--- src/sv/kpo_pkg.sv ---
// types, codes and constants of the key and pointer odometer
package kpo_pkg;

   // event types and codes
   localparam logic [15:0] EV_SYNC = 16'd0;
   localparam logic [15:0] EV_KEY  = 16'd1;
   localparam logic [15:0] EV_REL  = 16'd2;
   localparam logic [15:0] CODE_X  = 16'd0;
   localparam logic [15:0] CODE_Y  = 16'd1;
   localparam logic signed [31:0] KEY_PRESS = 32'sd1;

   // saturation bounds of a motion delta
   localparam logic signed [15:0] DELTA_MAX = 16'sh7fff;
   localparam logic signed [15:0] DELTA_MIN = 16'sh8000;

   // reset scale, 25400/106 in Q16.16
   localparam logic [31:0] MPD_RESET = 32'd15703907;

   // square root: 48-bit radicand, one result bit per step
   localparam int RAD_W      = 48;
   localparam int ROOT_W     = 24;
   localparam int REM_W      = 25;
   localparam int ROOT_STEPS = ROOT_W;
   localparam int STEP_W     = $clog2(ROOT_STEPS);
   localparam int PROD_W     = ROOT_W + 32;

   typedef struct packed {
      logic [15:0]        event_type;
      logic [15:0]        event_code;
      logic signed [31:0] event_value;
   } req_type;

   typedef struct packed {
      logic [31:0] press_count;
      logic [47:0] distance_micrometres;
   } rsp_type;

   // commands from the controller to the datapath
   typedef struct packed {
      logic apply;
      logic square_x;
      logic square_y;
      logic root_step;
      logic multiply;
      logic accumulate;
      logic load_rsp;
   } cmd_type;

   // status from the datapath to the controller
   typedef struct packed {
      logic need_distance;
   } status_type;

   typedef enum logic [6:0] {
      ST_IDLE  = 7'b0000001,
      ST_SQX   = 7'b0000010,
      ST_SQY   = 7'b0000100,
      ST_ROOT  = 7'b0001000,
      ST_MUL   = 7'b0010000,
      ST_ACC   = 7'b0100000,
      ST_LOAD  = 7'b1000000
   } state_type;

endpackage

--- src/sv/key_and_pointer_odometer_unit.sv ---
// Key press and pointer distance odometer. One event beat is taken at a time on req_ and
// every event gives one result beat on rsp_ with the totals after that event. Key, motion,
// ignored and motionless sync events go from accept straight to the result load; a sync
// with a nonzero latched delta squares x and y, runs the square root unit (one root bit
// per cycle), then a scale multiply, an accumulate and the result load. The result sits
// in an output register, so the next event is accepted while the previous result waits.
// The user must write the scale register via csr_write_enable/csr_write_data only while
// the block is idle (not enforced by the block); it resets to 25400/106 in Q16.16.
module key_and_pointer_odometer_unit (
   input  logic             clock,
   input  logic             reset,
   input  logic             req_valid,
   output logic             req_ready,
   input  kpo_pkg::req_type req_data,
   output logic             rsp_valid,
   input  logic             rsp_ready,
   output kpo_pkg::rsp_type rsp_data,
   input  logic             csr_write_enable,
   input  logic [31:0]      csr_write_data
);

   kpo_pkg::cmd_type    cmd;
   kpo_pkg::status_type status;

   // sequencing
   kpo_controller u_controller (
      .clock     (clock),
      .reset     (reset),
      .req_valid (req_valid),
      .req_ready (req_ready),
      .rsp_valid (rsp_valid),
      .rsp_ready (rsp_ready),
      .status    (status),
      .cmd       (cmd)
   );

   // arithmetic and state
   kpo_datapath u_datapath (
      .clock            (clock),
      .reset            (reset),
      .cmd              (cmd),
      .req_data         (req_data),
      .csr_write_enable (csr_write_enable),
      .csr_write_data   (csr_write_data),
      .status           (status),
      .rsp_data         (rsp_data)
   );

endmodule

--- src/sv/kpo_datapath.sv ---
// odometer datapath: totals, deltas, square root unit, scale multiply
module kpo_datapath (
   input  logic                clock,
   input  logic                reset,
   input  kpo_pkg::cmd_type    cmd,
   input  kpo_pkg::req_type    req_data,
   input  logic                csr_write_enable,
   input  logic [31:0]         csr_write_data,
   output kpo_pkg::status_type status,
   output kpo_pkg::rsp_type    rsp_data
);

   logic [31:0]                     press_ff, press_in;
   logic signed [15:0]              dx_ff, dx_in;
   logic signed [15:0]              dy_ff, dy_in;
   logic [63:0]                     dist_ff, dist_in;
   logic [31:0]                     mpd_ff;
   logic [31:0]                     sq_ff;
   logic [kpo_pkg::RAD_W-1:0]       rad_ff;
   logic [kpo_pkg::REM_W-1:0]       rem_ff;
   logic [kpo_pkg::ROOT_W-1:0]      root_ff;
   logic [kpo_pkg::PROD_W-1:0]      prod_ff;
   kpo_pkg::rsp_type                rsp_ff;

   logic [15:0]                     abs_x, abs_y;
   logic signed [15:0]              sat_value;
   logic [16:0]                     value_top;
   logic [31:0]                     sum_sq;
   logic [kpo_pkg::REM_W+1:0]       rem_cat, trial, rem_diff;
   logic                            fits;

   // saturate the incoming delta to 16 bits signed
   always_comb begin
      value_top = req_data.event_value[31:15];
      fits      = (&value_top) || !(|value_top);
      if (fits) begin
         sat_value = req_data.event_value[15:0];
      end else if (req_data.event_value[31]) begin
         sat_value = kpo_pkg::DELTA_MIN;
      end else begin
         sat_value = kpo_pkg::DELTA_MAX;
      end
   end

   // magnitudes of the latched deltas
   assign abs_x = dx_ff[15] ? 16'(-dx_ff) : 16'(dx_ff);
   assign abs_y = dy_ff[15] ? 16'(-dy_ff) : 16'(dy_ff);
   assign sum_sq = sq_ff + {16'd0, abs_y} * {16'd0, abs_y};

   assign status.need_distance = (req_data.event_type == kpo_pkg::EV_SYNC) &&
                                 ((dx_ff != 16'sd0) || (dy_ff != 16'sd0));

   // one root bit per step from the top two radicand bits
   assign rem_cat  = {rem_ff, rad_ff[kpo_pkg::RAD_W-1 -: 2]};
   assign trial    = {1'b0, root_ff, 2'b01};
   assign rem_diff = rem_cat - trial;

   // event application and distance update
   always_comb begin
      press_in = press_ff;
      dx_in    = dx_ff;
      dy_in    = dy_ff;
      dist_in  = dist_ff;
      if (cmd.apply) begin
         case (req_data.event_type)
            kpo_pkg::EV_KEY: begin
               if (req_data.event_value == kpo_pkg::KEY_PRESS) begin
                  press_in = press_ff + 32'd1;
               end
            end
            kpo_pkg::EV_REL: begin
               if (req_data.event_code == kpo_pkg::CODE_X) begin
                  dx_in = sat_value;
               end else if (req_data.event_code == kpo_pkg::CODE_Y) begin
                  dy_in = sat_value;
               end
            end
            default: begin
            end
         endcase
      end
      if (cmd.accumulate) begin
         dist_in = dist_ff + {16'd0, prod_ff[kpo_pkg::PROD_W-1:8]};
         dx_in   = 16'sd0;
         dy_in   = 16'sd0;
      end
   end

   // architectural state
   always_ff @(posedge clock) begin
      if (reset) begin
         press_ff <= 32'd0;
         dx_ff    <= 16'sd0;
         dy_ff    <= 16'sd0;
         dist_ff  <= 64'd0;
         mpd_ff   <= kpo_pkg::MPD_RESET;
      end else begin
         press_ff <= press_in;
         dx_ff    <= dx_in;
         dy_ff    <= dy_in;
         dist_ff  <= dist_in;
         if (csr_write_enable) begin
            mpd_ff <= csr_write_data;
         end
      end
   end

   // squares, root iterations, scale multiply, result beat
   always_ff @(posedge clock) begin
      if (cmd.square_x) begin
         sq_ff <= {16'd0, abs_x} * {16'd0, abs_x};
      end
      if (cmd.square_y) begin
         rad_ff  <= {sum_sq, 16'd0};
         rem_ff  <= '0;
         root_ff <= '0;
      end
      if (cmd.root_step) begin
         rad_ff <= {rad_ff[kpo_pkg::RAD_W-3:0], 2'b00};
         if (!rem_diff[kpo_pkg::REM_W+1]) begin
            rem_ff  <= rem_diff[kpo_pkg::REM_W-1:0];
            root_ff <= {root_ff[kpo_pkg::ROOT_W-2:0], 1'b1};
         end else begin
            rem_ff  <= rem_cat[kpo_pkg::REM_W-1:0];
            root_ff <= {root_ff[kpo_pkg::ROOT_W-2:0], 1'b0};
         end
      end
      if (cmd.multiply) begin
         prod_ff <= {32'd0, root_ff} * {24'd0, mpd_ff};
      end
      if (cmd.load_rsp) begin
         rsp_ff.press_count          <= press_ff;
         rsp_ff.distance_micrometres <= dist_ff[63:16];
      end
   end

   assign rsp_data = rsp_ff;

endmodule

--- src/sv/kpo_controller.sv ---
// odometer controller: sequencing of one event and the result beat
module kpo_controller (
   input  logic                clock,
   input  logic                reset,
   input  logic                req_valid,
   output logic                req_ready,
   output logic                rsp_valid,
   input  logic                rsp_ready,
   input  kpo_pkg::status_type status,
   output kpo_pkg::cmd_type    cmd
);

   kpo_pkg::state_type              state_ff, state_in;
   logic [kpo_pkg::STEP_W-1:0]      step_ff, step_in;
   logic                            rsp_valid_ff, rsp_valid_in;
   logic                            accept, slot_free, root_last;

   assign req_ready = (state_ff == kpo_pkg::ST_IDLE);
   assign accept    = req_valid && req_ready;
   assign slot_free = !rsp_valid_ff || rsp_ready;
   assign root_last = (step_ff == kpo_pkg::STEP_W'(kpo_pkg::ROOT_STEPS - 1));

   // next state and commands
   always_comb begin
      state_in = state_ff;
      step_in  = step_ff;
      cmd      = '0;
      unique case (state_ff)
         kpo_pkg::ST_IDLE: begin
            if (accept) begin
               cmd.apply = 1'b1;
               state_in  = status.need_distance ? kpo_pkg::ST_SQX : kpo_pkg::ST_LOAD;
            end
         end
         kpo_pkg::ST_SQX: begin
            cmd.square_x = 1'b1;
            state_in     = kpo_pkg::ST_SQY;
         end
         kpo_pkg::ST_SQY: begin
            cmd.square_y = 1'b1;
            step_in      = '0;
            state_in     = kpo_pkg::ST_ROOT;
         end
         kpo_pkg::ST_ROOT: begin
            cmd.root_step = 1'b1;
            step_in       = step_ff + 1'b1;
            if (root_last) begin
               state_in = kpo_pkg::ST_MUL;
            end
         end
         kpo_pkg::ST_MUL: begin
            cmd.multiply = 1'b1;
            state_in     = kpo_pkg::ST_ACC;
         end
         kpo_pkg::ST_ACC: begin
            cmd.accumulate = 1'b1;
            state_in       = kpo_pkg::ST_LOAD;
         end
         kpo_pkg::ST_LOAD: begin
            if (slot_free) begin
               cmd.load_rsp = 1'b1;
               state_in     = kpo_pkg::ST_IDLE;
            end
         end
         default: begin
            state_in = kpo_pkg::ST_IDLE;
         end
      endcase
   end

   // output beat valid flag
   always_comb begin
      rsp_valid_in = rsp_valid_ff;
      if (cmd.load_rsp) begin
         rsp_valid_in = 1'b1;
      end else if (rsp_ready) begin
         rsp_valid_in = 1'b0;
      end
   end

   always_ff @(posedge clock) begin
      if (reset) begin
         state_ff     <= kpo_pkg::ST_IDLE;
         step_ff      <= '0;
         rsp_valid_ff <= 1'b0;
      end else begin
         state_ff     <= state_in;
         step_ff      <= step_in;
         rsp_valid_ff <= rsp_valid_in;
      end
   end

   assign rsp_valid = rsp_valid_ff;

endmodule

--- config.mk ---
export PLATFORM = sky130hd
export DESIGN_NAME = key_and_pointer_odometer_unit
export DESIGN_NICKNAME = d
export VERILOG_FILES = /design/src/sv/kpo_pkg.sv /design/src/sv/key_and_pointer_odometer_unit.sv /design/src/sv/kpo_datapath.sv /design/src/sv/kpo_controller.sv
export SDC_FILE = /design/constraint.sdc
export NUM_CORES = 2
export LEC_CHECK = 0
export BUFFER_PORTS_ARGS = -buffer_cell sky130_fd_sc_hd__buf_2
export CELL_PAD_IN_SITES_DETAIL_PLACEMENT = 1
export CELL_PAD_IN_SITES_GLOBAL_PLACEMENT = 1
export CORE_UTILIZATION = 27
export CTS_BUF_LIST = sky130_fd_sc_hd__clkbuf_8
export CTS_CLUSTER_SIZE = 25
export DETAILED_ROUTE_END_ITERATION = 8
export GPL_ROUTABILITY_DRIVEN = 1
export GPL_TIMING_DRIVEN = 0
export PLACE_DENSITY = 0.51
export SYNTH_ARGS = -nofsm -noshare
export SYNTH_HDL_FRONTEND = slang
export SYNTH_SLANG_ARGS = --single-unit
--- constraint.sdc ---
create_clock -name clock -period 9.81 [get_ports clock]
set_clock_uncertainty 0.15 [all_clocks]
set_input_delay 0 -clock clock [delete_from_list [all_inputs] [get_ports clock]]
set_output_delay 0 -clock clock [all_outputs]
set_load 0.02 [all_outputs]
==> metrics.cfg <==
[placed_design]
io_buffers = 181
place_congestion = 0.876
hpwl_um = 174000
postPlaceCellArea_um2 = 63200
placedCellCount = 9437

[timing]
fmax_mhz = 106
hold_viol_final = 0
drv_slew = 0
rsz0062_at_grt = true
finalSetupViolations = 0
tightest_slew_ns = 1.30
max_slew_margin_pct = 13.3
period_share_pct = 96.3
tns_ns = 0
finalCriticalPeriod_ns = 9.45

[synth]
async_reset_ff_share_pct = 0
synthFlopType = edfxtp_1
synth-seq-cells = 413
synth_edf_count = 240
synth.distinct_cells = 95
synth_area_leaders = fa_1 35%, edfxtp_1 12%, ha_1 9.7%, inv_1 8.8%, dfxtp_1 5.9%
avgSynthCellArea_um2 = 9.16
ys_seq_area_share_pct = 18.2
netlist_instances = 6390
yosysTopAreaCell = fa_1
syn_area_um2 = 58500
yosys_warnings = 0
yosys.area.top_type_share_pct = 34.7

[die]
die_width_um = 468
die_h_um = 468
floorplan.initialDensity_pct = 27.2
rows = 170
die-area_um2 = 219000
core_area_um2 = 215000
ioPinCount = 183

[route]
drtAntennaViolNets = 0
wl_per_cell_um = 21.4
post-route-drc-count = 0
drt_pass1_iterations = 7
vias = 44791
drt_iter0_markers = 2209
vias_per_cell = 4.61
wl_um = 208000

[cts]
cts-root-buf = clkbuf_8
clkTransAtPathRegs_ns = 0.07
clk_latency_ns = 0.85
cts_inserted_buffers = 80
h-tree-depth = 3
cts_sinks = 413
tritoncts = built
cts_buffer_depth = 3

[final_layout]
areaGrowthSynthToFinish_pct = 13.4
nets = 8373
drive_gt1_share_pct = 5.87
fin_cells = 9716
fin_util_pct = 30.9
layout_common_cells = 1,396 x inv_1, 1,015 x fa_1, 861 x nand2_1
final_common_cell = inv_1
design_area_um2 = 66400

[worst_hold_path]
min_path_type = primary input to register
whs_path_depth = 7
min_from = req_data[17]
hold_end = u_datapath.dy_ff[2]

[global_routing]
grt_first_pass_wirelength_um = 316000
top_usage_layer = met2
met3_usage_pct = 2.38
met1_usage_pct = 25.8
grt-ovfl-total = 0
grt_util_met2_pct = 32.2
grt_pass1_vias = 49665
grt_util_all_layers_pct = 19.4
grt_start_max_net_pins = 56
antenna_found_initial = 16

[job]
maxCapViolations = 0

[power_and_ir_drop]
p_int_uw = 8620
seqPwrFrac_pct = 14.2
sw_frac_of_total_pct = 51.4
power.density_nw_per_um2 = 267
ir_drop_v = 0.000565
p_clk_share_pct = 11.0
p_comb_share_pct = 74.8
p_leak_uw = 0.0321
p_sw_uw = 9120

[worst_setup_path]
r2r_slack_ns = 0.36
r2r_cells = 31
crit_path_start_kind = register
crit_fanout = 10
max_stage_delay_ns = 0.67
cp.required_ns = 10.16
crit_buf_inv = 9
cp-end-kind = register
critical_path_arrival_ns = 9.80
critPathKind = register to register
slowest_stage = xor2_2
r2r_start = u_datapath.dx_ff[0]
crit_family = adder cells
cp_common_cell = inv_1
timing.rr.end = u_datapath.sq_ff[30]
path_depth = 31

[status]
status = finished clean

==> power by group through the flow <==
| stage | registers, uW | clock network (uW) | logic (uW) |
|---|---|---|---|
| 2_1_floorplan | 2540 | 0 | 8920 |
| 4_1_cts | 2520 | 2030 | 13600 |
| 3_3_place_gp | 2560 | 0 | 13400 |
| 6_report | 2520 | 1940 | 13300 |
| 3_5_place_dp | 2560 | 0 | 13500 |
| 5_1_grt | 2520 | 2090 | 14900 |
==> kinds of logic after synthesis <==
family,synth area share (%)
fa+ha+maj,44.4
xor+xnor,3.39
compound gates,8.48
buf+inv,10.6
simple gates,14.0
mux,0.864
other cells,0.0128
flops,18.2
==> worst register-to-register path: cells and delay by family (launching register included) <==
family | cells | cell delay (ns)
fa+ha+maj | 7 | 3.33
compound gates | 8 | 2.23
simple gates | 5 | 1.15
buf+inv | 9 | 1.07
xor+xnor | 2 | 0.76
flops | 1 | 0.47
==> cells in the mapped netlist (all sizes together), types with 10 or more instances <==
| library cell | n |
|---|---|
| nand4 | 56 |
| a21oi | 282 |
| o31ai | 22 |
| fa | 1015 |
| nor4 | 22 |
| or3 | 32 |
| nand3 | 85 |
| and3 | 24 |
| nand2b | 26 |
| nor3 | 34 |
| a31oi | 28 |
| inv | 1382 |
| xor2 | 99 |
| o211ai | 18 |
| and2 | 248 |
| nor2b | 39 |
| edfxtp | 240 |
| a211oi | 24 |
| nand2 | 863 |
| dfxtp | 173 |
| ha | 452 |
| o21bai | 21 |
| xnor2 | 127 |
| clkinv | 10 |
| a21o | 108 |
| mux2i | 46 |
| a211o | 21 |
| clkbuf | 239 |
| nor2 | 330 |
| buf | 19 |
| o21ai | 173 |
| o21a | 19 |
==> cell type report <==
cell class,instances,area [um2]
flip-flops and latches,413,10700
well taps,2838,3550
clock inverters,55,469
fillers,25004,149000
diodes,8,20.0
repair buffers,313,2290
multi-input cells,4348,41900
clock buffers,92,1270
plain buffers,257,980
inverters,1392,5240
==> layer usage <==
layer  routed length (um)  share of wire, %  vias to the layer above
met1                94600                45                    23195
met3                 8310               4.0                      216
met4                 7650               3.7                        0
met5                    0                 0                        -
met2                97800                47                      746
li1                     -                 -                    20634
==> worst max-delay path by stage <==
stage	startpoint	end	slack [ns]
after CTS	u_datapath.dy_ff[0]	u_datapath.rad_ff[46]	0.06
after floorplan	u_datapath.dy_ff[5]	u_datapath.rad_ff[46]	1.74
after global routing	u_datapath.dy_ff[0]	u_datapath.rad_ff[46]	-0.002
final	u_datapath.dx_ff[0]	u_datapath.sq_ff[30]	0.36
after detailed placement	u_datapath.dx_ff[0]	u_datapath.sq_ff[30]	-0.81
after global placement	u_datapath.dx_ff[0]	u_datapath.sq_ff[30]	-0.69
==> per-stage QoR <==
stage / total power (uW) / worst slack, ns / hold slack [ns]
after detailed placement: 16000 / -0.813 / 0.0622
final: 17700 / 0.364 / 0.104
after global routing: 19600 / -0.00180 / 0.100
after floorplan: 11500 / 1.74 / -0.0276
after CTS: 18100 / 0.0628 / 0.0109
after global placement: 15900 / -0.687 / 0.0601
==> state kept, by name, summed over array words and instances, names as in the netlist, 24 cells and up <==
name and cells:
u_datapath.root_ff 24, u_datapath.dist_ff 64, u_datapath.press_ff 32, u_datapath.rad_ff 32, u_datapath.rem_ff 25, u_datapath.prod_ff 48
u_datapath.rsp_data 80, u_datapath.mpd_ff 32, u_datapath.sq_ff 31
==> timing repair <==
item,in CTS,in global routing
endpoints found under the setup margin,14,8
resized for setup,17,11
cloned,0,0
pin swaps,2,3
buffers inserted,2,5
hold endpoints to repair,103,0
hold buffers,118,0
Power figures use the tool's default switching activity.
